File: src/hdl/prc_pkg.sv
// ----------------------------------------------------------------------------
// prc_pkg: shared types and constants of the prime range counter
// Sizes of the prime map and the value store, sequencer states, and the
// control groups that pass between the sieve, the store and the query walker.
// ----------------------------------------------------------------------------
package prc_pkg;

   localparam int VALUE_BITS     = 16;
   localparam int DATA_DEPTH     = 1024;
   localparam int MAP_SIZE       = 1 << VALUE_BITS;
   localparam int DATA_BITS      = 16;
   localparam int COUNT_OUT_BITS = 11;
   localparam int COUNT_BITS     = $clog2(DATA_DEPTH + 1);
   localparam int ADDR_BITS      = (DATA_DEPTH > 1) ? $clog2(DATA_DEPTH) : 1;
   localparam int WIDE_BITS      = (VALUE_BITS > DATA_BITS) ? VALUE_BITS : DATA_BITS;

   localparam logic KIND_LOAD  = 1'b0;
   localparam logic KIND_QUERY = 1'b1;

   typedef enum logic [2:0] {
      SV_FILL,
      SV_READ,
      SV_CHECK,
      SV_MARK,
      SV_DONE
   } sieve_state_type;

   typedef enum logic [1:0] {
      QS_IDLE,
      QS_WALK,
      QS_DRAIN,
      QS_FINISH
   } query_state_type;

   typedef struct packed {
      logic done;
      logic prime;
   } sieve_status_type;

   typedef struct packed {
      logic                 wr_en;
      logic [ADDR_BITS-1:0] wr_addr;
      logic [DATA_BITS-1:0] wr_data;
      logic [ADDR_BITS-1:0] rd_addr;
   } store_cmd_type;

   function automatic logic [VALUE_BITS-1:0] map_addr(input logic [DATA_BITS-1:0] value);
      logic [WIDE_BITS-1:0] wide;
      wide = WIDE_BITS'(value);
      return wide[VALUE_BITS-1:0];
   endfunction

   function automatic logic in_map(input logic [DATA_BITS-1:0] value);
      logic [WIDE_BITS-1:0] wide;
      wide = WIDE_BITS'(value);
      return (wide >> VALUE_BITS) == '0;
   endfunction

endpackage

File: src/hdl/prc_if.sv
// ----------------------------------------------------------------------------
// prc_if: request and response channels of the prime range counter
// Valid/ready channels; a word moves at a clock edge with valid and ready high.
// ----------------------------------------------------------------------------
interface prc_req_if import prc_pkg::*; ();
   logic                 valid;
   logic                 ready;
   logic                 kind;
   logic [DATA_BITS-1:0] data_value;
   logic [DATA_BITS-1:0] range_low;
   logic [DATA_BITS-1:0] range_high;

   modport source (output valid, kind, data_value, range_low, range_high, input ready);
   modport sink   (input valid, kind, data_value, range_low, range_high, output ready);
endinterface

interface prc_rsp_if import prc_pkg::*; ();
   logic                      valid;
   logic                      ready;
   logic [COUNT_OUT_BITS-1:0] prime_count;

   modport source (output valid, prime_count, input ready);
   modport sink   (input valid, prime_count, output ready);
endinterface

File: src/hdl/prc_query.sv
// ----------------------------------------------------------------------------
// prc_query: request sequencer and range walker
// Takes append and query words, walks the store one entry a cycle through
// store read, map read and count stages, and holds the result for the sink.
// ----------------------------------------------------------------------------
module prc_query import prc_pkg::*; (
   input  logic                   clock,
   input  logic                   reset,
   prc_req_if.sink                req,
   prc_rsp_if.source              rsp,
   input  sieve_status_type       sieve_status,
   input  logic [DATA_BITS-1:0]   store_data,
   output store_cmd_type          store_cmd,
   output logic [VALUE_BITS-1:0]  look_addr
);

   query_state_type           state_ff, state_in;
   logic [COUNT_BITS-1:0]     count_ff, count_in;
   logic [COUNT_BITS-1:0]     idx_ff, idx_in;
   logic [COUNT_BITS-1:0]     idx_next;
   logic [DATA_BITS-1:0]      lo_ff, lo_in;
   logic [DATA_BITS-1:0]      hi_ff, hi_in;
   logic [COUNT_OUT_BITS-1:0] acc_ff, acc_in;
   logic                      s1_ff, s1_in;
   logic                      s2_ff, s2_in;
   logic                      rng_ff, rng_in;
   logic                      rsp_valid_ff, rsp_valid_in;
   logic [COUNT_OUT_BITS-1:0] rsp_count_ff, rsp_count_in;
   logic                      accept;

   always_ff @(posedge clock) begin
      if (reset) begin
         state_ff     <= QS_IDLE;
         count_ff     <= '0;
         s1_ff        <= 1'b0;
         s2_ff        <= 1'b0;
         rsp_valid_ff <= 1'b0;
      end else begin
         state_ff     <= state_in;
         count_ff     <= count_in;
         s1_ff        <= s1_in;
         s2_ff        <= s2_in;
         rsp_valid_ff <= rsp_valid_in;
      end
   end

   always_ff @(posedge clock) begin
      idx_ff       <= idx_in;
      lo_ff        <= lo_in;
      hi_ff        <= hi_in;
      acc_ff       <= acc_in;
      rng_ff       <= rng_in;
      rsp_count_ff <= rsp_count_in;
   end

   assign req.ready       = (state_ff == QS_IDLE) && sieve_status.done;
   assign accept          = req.valid && req.ready;
   assign idx_next        = idx_ff + COUNT_BITS'(1);
   assign look_addr       = map_addr(store_data);
   assign rng_in          = (store_data >= lo_ff) && (store_data <= hi_ff) && in_map(store_data);
   assign s2_in           = s1_ff;

   always_comb begin
      state_in          = state_ff;
      count_in          = count_ff;
      idx_in            = idx_ff;
      lo_in             = lo_ff;
      hi_in             = hi_ff;
      acc_in            = acc_ff;
      s1_in             = 1'b0;
      rsp_valid_in      = rsp_valid_ff;
      rsp_count_in      = rsp_count_ff;
      store_cmd.wr_en   = 1'b0;
      store_cmd.wr_addr = count_ff[ADDR_BITS-1:0];
      store_cmd.wr_data = req.data_value;
      store_cmd.rd_addr = idx_ff[ADDR_BITS-1:0];

      // drop the result once the sink takes it
      if (rsp_valid_ff && rsp.ready) begin
         rsp_valid_in = 1'b0;
      end

      // count a hit, hold at full scale
      if (s2_ff && rng_ff && sieve_status.prime && (acc_ff != '1)) begin
         acc_in = acc_ff + COUNT_OUT_BITS'(1);
      end

      unique case (state_ff)
         QS_IDLE: begin
            if (accept) begin
               if (req.kind == KIND_LOAD) begin
                  if (count_ff != COUNT_BITS'(DATA_DEPTH)) begin
                     store_cmd.wr_en = 1'b1;
                     count_in        = count_ff + COUNT_BITS'(1);
                  end
               end else begin
                  lo_in  = req.range_low;
                  hi_in  = req.range_high;
                  acc_in = '0;
                  idx_in = '0;
                  if ((req.range_low > req.range_high) || (count_ff == '0)) begin
                     state_in = QS_FINISH;
                  end else begin
                     state_in = QS_WALK;
                  end
               end
            end
         end
         QS_WALK: begin
            s1_in  = 1'b1;
            idx_in = idx_next;
            if (idx_next == count_ff) begin
               state_in = QS_DRAIN;
            end
         end
         QS_DRAIN: begin
            if (!s1_ff && !s2_ff) begin
               state_in = QS_FINISH;
            end
         end
         QS_FINISH: begin
            if (!rsp_valid_ff || rsp.ready) begin
               rsp_valid_in = 1'b1;
               rsp_count_in = acc_ff;
               state_in     = QS_IDLE;
            end
         end
         default: begin
            state_in = QS_IDLE;
         end
      endcase
   end

   assign rsp.valid       = rsp_valid_ff;
   assign rsp.prime_count = rsp_count_ff;

endmodule

File: src/flat_wrapper.sv
// flat-port wrapper written by rule: the top's interface ports become plain ports
module prc_query_flat import prc_pkg::*;
  (clock, reset, sieve_status, store_data, store_cmd, look_addr, req_valid, req_kind, req_data_value, req_range_low, req_range_high, req_ready, rsp_valid, rsp_prime_count, rsp_ready);
  prc_req_if req_i ();
  prc_rsp_if rsp_i ();
  input  logic clock;
  input  logic reset;
  input  sieve_status_type sieve_status;
  input  logic [DATA_BITS-1:0] store_data;
  output store_cmd_type store_cmd;
  output logic [VALUE_BITS-1:0] look_addr;
  input wire logic [$bits(req_i.valid)-1:0] req_valid;
  input wire logic [$bits(req_i.kind)-1:0] req_kind;
  input wire logic [$bits(req_i.data_value)-1:0] req_data_value;
  input wire logic [$bits(req_i.range_low)-1:0] req_range_low;
  input wire logic [$bits(req_i.range_high)-1:0] req_range_high;
  output wire logic [$bits(req_i.ready)-1:0] req_ready;
  output wire logic [$bits(rsp_i.valid)-1:0] rsp_valid;
  output wire logic [$bits(rsp_i.prime_count)-1:0] rsp_prime_count;
  input wire logic [$bits(rsp_i.ready)-1:0] rsp_ready;
  assign req_i.valid = req_valid;
  assign req_i.kind = req_kind;
  assign req_i.data_value = req_data_value;
  assign req_i.range_low = req_range_low;
  assign req_i.range_high = req_range_high;
  assign req_ready = req_i.ready;
  assign rsp_valid = rsp_i.valid;
  assign rsp_prime_count = rsp_i.prime_count;
  assign rsp_i.ready = rsp_ready;
  prc_query u_core (.clock(clock), .reset(reset), .req(req_i), .rsp(rsp_i), .sieve_status(sieve_status), .store_data(store_data), .store_cmd(store_cmd), .look_addr(look_addr));
endmodule
File: config.mk
export PLATFORM = sky130hd
export DESIGN_NAME = prc_query_flat
export DESIGN_NICKNAME = d
export VERILOG_FILES = /design/src/hdl/prc_pkg.sv /design/src/hdl/prc_if.sv /design/src/hdl/prc_query.sv /design/src/flat_wrapper.sv
export SDC_FILE = /design/constraint.sdc
export NUM_CORES = 1
export LEC_CHECK = 0
export BUFFER_PORTS_ARGS = -buffer_cell sky130_fd_sc_hd__buf_2
export CAP_MARGIN = 15
export CORE_ASPECT_RATIO = 0.75
export CORE_MARGIN = 5
export CORE_UTILIZATION = 53
export DETAILED_ROUTE_END_ITERATION = 7
export GPL_ROUTABILITY_DRIVEN = 0
export PLACE_DENSITY = 0.79
export SLEW_MARGIN = 30
export SYNTH_ARGS = -nofsm -noshare
export SYNTH_HDL_FRONTEND = slang
export SYNTH_SLANG_ARGS = --single-unit
export TNS_END_PERCENT = 10
File: constraint.sdc
create_clock -name clock -period 3.05 [get_ports clock]
set_input_delay 0.915 -clock clock [delete_from_list [all_inputs] [get_ports clock]]
set_output_delay 0.915 -clock clock [all_outputs]
set_load 0.01 [all_outputs]
==> qor.txt, run 1 <==
Global-route wire length before repair: 17.2 mm
Final WS setup: 0.131 ns
Worst R2R Path Depth: 8
Ys Warns: 0
Post-Syn Area: 0.00503 mm^2
Sequential fraction of the synthesis area: 43.4%
DR iter-0 viols: 218
Crit-path cells: inv_1 > ha_1 > and4b_1 > a211oi_1 > buf_2
Post-Synth XOR/XNOR Area: 5.55%
Fin crit share: 95.7%
Simple-gate portion of the synthesized area: 14.5%
Core Rows: 30
Number of global-route vias before repair: 3,611
Clk_lat worst skew: 0.33 ns
Period minus WS final: 2.92 ns
Root Driver: clkbuf_16
PD cells: 570 mW/mm^2
Share of cells above drive strength 1: 23.3%
Largest family of logic cells by synthesized area: simple AND/OR/NAND/NOR gates
Die height: 94.4 um
Initial antenna violation count: 0
Hold path depth: 1
CTS resizes: 0
Clk slew on worst S/H paths: 0.06 ns
Min Hold Slack: 0.472 ns
Core area: 0.00916 mm^2
Worst vdd ir: 0.000318 V
Max Freq: 343 MHz
WHS Endpoint: u_core.s2_ff
Final setup violation count: 0
First-pass DRT Iterations: 4
Synth Area in Compound Gates: 8.73%
Largest net degree at the start of global routing: 44
Run status: finished clean
Drt drc: 0
RSZ-0062 raised after global routing: false
Max Buffers Root-to-Sink: 2
Area after DPL: 0.00530 mm^2
Starting density of the core: 54.9%
Top-count cell post-synth: inv_1
Slew HR: 63.0%
Post-Place Setup Slack: 0.263 ns
WP data arrival: 2.00 ns
Postcts setup bufs: 0
CTS tree: built
CP max stage delay: 0.48 ns
Area delta synth->final: 12.0%
Final #Nets: 681
Req. time, crit path: 2.13 ns
Clock Sinks: 82
Critical Path Fanout Max: 6
Routed len/inst: 15.5 um
Top-Level Pins: 137
P_leak: 2.60 nW
Adder-cell share of the synthesized area: 14.2%
Max-capacitance violation count: 0
Worst hold path class: reg -> reg
Worst path slowest cell: dfxtp_1
Post-synth ARST share: 0%
Yosys top cell by area: edfxtp_1
H-tree depth: 3
Number of flops mapped to enable cells by yosys: 54
Vias per inst: 5.27
# diodes: 0
DRT Wirelength: 10.6 mm
Crit path launch type: flip-flop
Final instance area: 0.00563 mm^2
All-layer global routing usage: 18.9%
Yosys cell types: 49
Synthesized Nets: 624
Reg-to-reg slack, setup: 0.56 ns
Die area: 0.0116 mm^2
Grt ovf: 0
Syn avg cell area: 10.1 um^2
Post-DRT Antenna Nets: 0
Final core utilization: 61.5%
Synth cell count leaders: 59 x inv_1, 57 x ha_1, 54 x edfxtp_1
Synth Flop Type: edfxtp_1
Via count: 3,613
Die Wd: 122 um
Synth area leaders: edfxtp_1 32%, ha_1 14%, dfxtp_1 11%
CP bufs+invs: 2
R2R Path End: u_core.state_ff[0]
FF+latch count, synth: 82
Max-slew violation count: 0
Delay-heaviest family, CP: flip-flops
Critical path class: reg -> out
Endpoint class of the critical path: output port
DP HPWL: 8.21 mm
Cts hold-fix bufs: 0
Mux cell area share after synthesis: 0.796%
Fin Setup TNS: 0 ns
Inserted Clock Buffers: 9
Worst Max-Slew Pin Slew: 0.552 ns
Final hold viol count: 0
Setup Skew: 0.00472 ns
Min-delay src: u_core.s1_ff
Share of the synthesized area in the top cell type: 32.2%
PortBufs: 104
Critical R2R Launch: u_core.idx_ff[0]
Synth Instances: 496
## metal layers
metal  vias up  track usage (%)  part of all wire, %
met4         0             6.43                  2.0
li1       1784                -                    -
met2       108             29.9                   46
met3        35             5.69                  6.5
met1      1686             25.0                   46
met5         -                0                    0
## area by class of cell
cell class | instances | area (um^2)
Timing Repair Buffer | 106 | 536
Clock buffer | 9 | 225
Clock inverter | 7 | 106
Sequential cell | 82 | 2180
Inverter | 59 | 221
Multi-Input combinational cell | 295 | 2200
Tap cell | 128 | 160
Fill cell | 785 | 3520
## where the power goes
group	switching [mW]	total [mW]	internal, mW
Clock	0.465	1.20	0.735
Combinational	0.358	0.636	0.278
Sequential	0.0724	1.38	1.30
## flip-flops by register name, indices dropped and copies added (netlist names)
name and flops:
u_core.hi_ff 16, u_core.lo_ff 16, u_core.acc_ff 11, u_core.count_ff 11
u_core.idx_ff 11, u_core.rsp.prime_count 11, u_core.state_ff 2, u_core.rng_ff 1
u_core.rsp.valid 1, u_core.s1_ff 1, u_core.s2_ff 1
## per-stage QoR
step / power (mW) / instances
final: 3.21 / 686
after global routing: 3.39 / 686
after CTS: 3.25 / 686
after detailed placement: 2.03 / 670
after global placement: 2.00 / 670
after floorplan: 1.87 / 496
## kinds of logic (layout without fill, tap and decap cells)
| family | after synthesis | count (layout) |
|---|---|---|
| compound gates | 68 | 68 |
| flops | 82 | 82 |
| xor+xnor | 31 | 31 |
| buf+inv | 119 | 181 |
| mux | 4 | 4 |
| fa+ha+maj | 57 | 57 |
| simple gates | 135 | 135 |
## placed cells by master (no fill, tap or decap), drive strengths merged, types with 3 or more instances in the layout
| cell type | count |
|---|---|
| xor2 | 15 |
| nand2 | 25 |
| a21oi | 19 |
| nand4 | 11 |
| nand3 | 12 |
| dfxtp | 28 |
| ha | 57 |
| buf | 106 |
| edfxtp | 54 |
| nor4 | 3 |
| nand2b | 4 |
| nor3 | 5 |
| inv | 64 |
| xnor2 | 16 |
| nor2 | 27 |
| or3 | 7 |
| a21o | 11 |
| and2 | 9 |
| nor2b | 11 |
| clkbuf | 9 |
| nand3b | 3 |
| o21ai | 18 |
| mux2i | 4 |
| and4 | 7 |
| and3 | 6 |
## how the worst max path moves through the flow
| stage | endpoint | from | slack (ns) | depth (start not counted) |
|---|---|---|---|---|
| 4_1_cts | store_cmd[36] | u_core.count_ff[0] | 0.19 | 5 |
| 2_1_floorplan | u_core.hi_ff[0] | sieve_status[1] | 0.22 | 3 |
| 3_3_place_gp | store_cmd[36] | sieve_status[1] | 0.28 | 5 |
| 5_1_grt | store_cmd[36] | u_core.count_ff[0] | 0.08 | 5 |
| 6_report | store_cmd[36] | u_core.count_ff[0] | 0.13 | 5 |
| 3_5_place_dp | store_cmd[36] | sieve_status[1] | 0.26 | 5 |
No activity file was read; power rests on OpenSTA's default activity.
==> inputs of run 2 (changes only) <==
--- a/config.mk
+++ b/config.mk
@@ -9,10 +9,11 @@
 export CAP_MARGIN = 15
 export CORE_ASPECT_RATIO = 0.75
 export CORE_MARGIN = 5
-export CORE_UTILIZATION = 53
+export CORE_UTILIZATION = 55
+export CTS_BUF_LIST = sky130_fd_sc_hd__clkbuf_4 sky130_fd_sc_hd__clkbuf_8
 export DETAILED_ROUTE_END_ITERATION = 7
 export GPL_ROUTABILITY_DRIVEN = 0
-export PLACE_DENSITY = 0.79
+export PLACE_DENSITY = 0.81
 export SLEW_MARGIN = 30
 export SYNTH_ARGS = -nofsm -noshare
 export SYNTH_HDL_FRONTEND = slang
==> qor.txt, run 2 (synthesis gave the netlist of run 1 again) <==
Vias per inst: 5.38 (+2.1%)
Max Freq: 333 MHz (-2.8%)
DRT Wirelength: 10.4 mm (-2.0%)
Clock Sinks: 82 (unchanged)
Die height: 92.8 um (-1.6%)
Commonest non-fill, non-tap cell in the layout: buf_2
RSZ-0062 raised after global routing: false
CP bufs+invs: 2 (unchanged)
Int Power: 1.90 mW (-18%)
Setup Skew: 0.00939 ns (+0.00467 ns)
All-layer global routing usage: 19.5% (+0.53 points)
Via count: 3,603 (-0.28%)
Core Rows: 30 (unchanged)
Req. time, crit path: 2.13 ns (about the same)
Inserted Clock Buffers: 9 (unchanged)
Number of global-route vias before repair: 3,653 (+1.2%)
Crit-path cells: inv_1 > ha_1 > and4b_1 > a211oi_1 > buf_2
Worst vdd ir: 0.000329 V (+3.3%)
Delay-heaviest family, CP: flip-flops
Worst hold path class: reg -> reg
Critical Path Fanout Max: 6 (unchanged)
FF+latch area: 0.00218 mm^2 (unchanged)
Comb power frac: 22.5% (+2.7 points)
WP depth: 5 (unchanged)
Reg-to-reg slack, setup: 0.50 ns (-0.06 ns)
PD cells: 509 mW/mm^2 (-11%)
Post-Place Setup Slack: 0.239 ns (-0.0241 ns)
Share of cells above drive strength 1: 23.1% (-0.18 points)
Period minus WS final: 3.00 ns (+0.0827 ns)
Most frequent cells in the layout: 104 x buf_2, 59 x inv_1, 57 x ha_1
Hold path depth: 1 (unchanged)
Cts hold-fix bufs: 0 (unchanged)
Footprint of the multi-input gates: 0.00220 mm^2 (-0.11%)
Initial antenna violation count: 0 (unchanged)
Run status: finished clean
P_leak: 2.53 nW (-2.6%)
Die Wd: 120 um (-1.7%)
Clk_lat worst skew: 0.37 ns (+0.04 ns)
DR iter-0 viols: 208 (-4.6%)
Worst path slowest cell: dfxtp_1
Psw: 0.889 mW (-0.78%)
Max Buffers Root-to-Sink: 2 (unchanged)
First-pass DRT Iterations: 4 (unchanged)
Worst R2R Path Depth: 8 (unchanged)
H-tree depth: 3 (unchanged)
Max-capacitance violation count: 0 (unchanged)
Fill count: 757 (-3.6%)
Fin crit share: 98.4% (+2.7 points)
Endpoint class of the critical path: output port
CTS tree: built
Final hold viol count: 0 (unchanged)
Post-DRT Antenna Nets: 0 (unchanged)
Starting density of the core: 56.1% (+1.1 points)
CTS resizes: 0 (unchanged)
Clk slew on worst S/H paths: 0.09 ns (+0.03 ns)
Max-slew violation count: 0 (unchanged)
Final #Nets: 681 (unchanged)
Largest net degree at the start of global routing: 44 (unchanged)
Sw frac: 31.9% (+4.0 points)
Core area: 0.00897 mm^2 (-2.0%)
Root Driver: clkbuf_8
Drt drc: 0 (unchanged)
Final setup violation count: 0 (unchanged)
Final WS setup: 0.0484 ns (-0.0827 ns)
Critical path class: reg -> out
Worst Max-Slew Pin Slew: 0.874 ns (+0.322 ns)
Top-Level Pins: 137 (unchanged)
Fin Setup TNS: 0 ns (unchanged)
CP max stage delay: 0.50 ns (+0.02 ns)
Grt ovf: 0 (unchanged)
Flop pwr share: 49.4% (+6.6 points)
Clock share of power: 28.0% (-9.4 points)
# diodes: 0 (unchanged)
Area delta synth->final: 8.76%
PortBufs: 104 (unchanged)
Routed len/inst: 15.5 um (+0.36%)
Slew HR: 41.6% (-21 points)
Crit path launch type: flip-flop
Global-route wire length before repair: 17.3 mm (+0.28%)
Postcts setup bufs: 0 (unchanged)
Leading registers by flop count: u_core.hi_ff x16, u_core.lo_ff x16
Die area: 0.0112 mm^2 (-3.3%)
DP HPWL: 8.13 mm (-0.96%)
WP data arrival: 2.09 ns (+0.09 ns)
==> run 2: changes by cell type in the layout (fill, tap and decap cells not counted), sizes merged <==
cell | previous run | this run
inv | 64 | 65
clkinvlp | 0 | 1
bufinv | 2 | 0
==> run 2: path summary, 6_finish.rpt <==
path / from / to
max: u_core.count_ff[0] / store_cmd[36]
min: u_core.s1_ff / u_core.s2_ff
max reg2reg: u_core.idx_ff[0] / u_core.state_ff[1]
min reg2reg: u_core.s1_ff / u_core.s2_ff
==> run 2: metal layers <==
layer	share of wire [%]	vias up	GRT usage, %	wire [um]
met2	47	110	31.5	4930
met3	6.0	25	6.23	629
li1	-	1793	-	-
met4	2.0	0	7.36	206
met5	0	-	0	0
met1	45	1675	24.4	4650
==> run 2: layout make-up <==
class	count	area share (%)
Multi-Input combinational cell	295	40.2
Sequential cell	82	39.9
Timing Repair Buffer	106	9.79
Inverter	59	4.05
Tap cell	112	2.56
Clock buffer	9	2.26
Clock inverter	7	1.19
==> run 2: worst register-to-register path, cell delays in order, from the launching register on <==
cell      delay [ns]
edfxtp_1        0.48
ha_1            0.25
and4_1          0.38
and4_4          0.28
xor2_2          0.17
xnor2_1         0.08
nor4_1          0.39
a31o_2          0.27
mux2i_1         0.19
==> run 2: power groups by stage <==
| stage | combinational (mW) | sequential (mW) | clock (mW) |
|---|---|---|---|
| 2_1_floorplan | 0.490 | 1.38 | 0 |
| 3_3_place_gp | 0.607 | 1.39 | 0 |
| 3_5_place_dp | 0.630 | 1.40 | 0 |
| 4_1_cts | 0.635 | 1.38 | 0.806 |
| 5_1_grt | 0.710 | 1.39 | 0.854 |
| 6_report | 0.628 | 1.38 | 0.781 |
==> run 2: per-stage QoR <==
| stage | util, % | hold slack, ns | cell area, um^2 | instances | power [mW] |
|---|---|---|---|---|---|
| after floorplan | - | 0.431 | 5030 | 496 | 1.87 |
| after global placement | 58.9 | 0.442 | 5280 | 654 | 2.00 |
| after detailed placement | 58.9 | 0.463 | 5280 | 654 | 2.03 |
| after CTS | 61.0 | 0.477 | 5470 | 670 | 2.82 |
| after global routing | 61.0 | 0.495 | 5470 | 670 | 2.95 |
| final | 61.0 | 0.472 | 5470 | 670 | 2.79 |
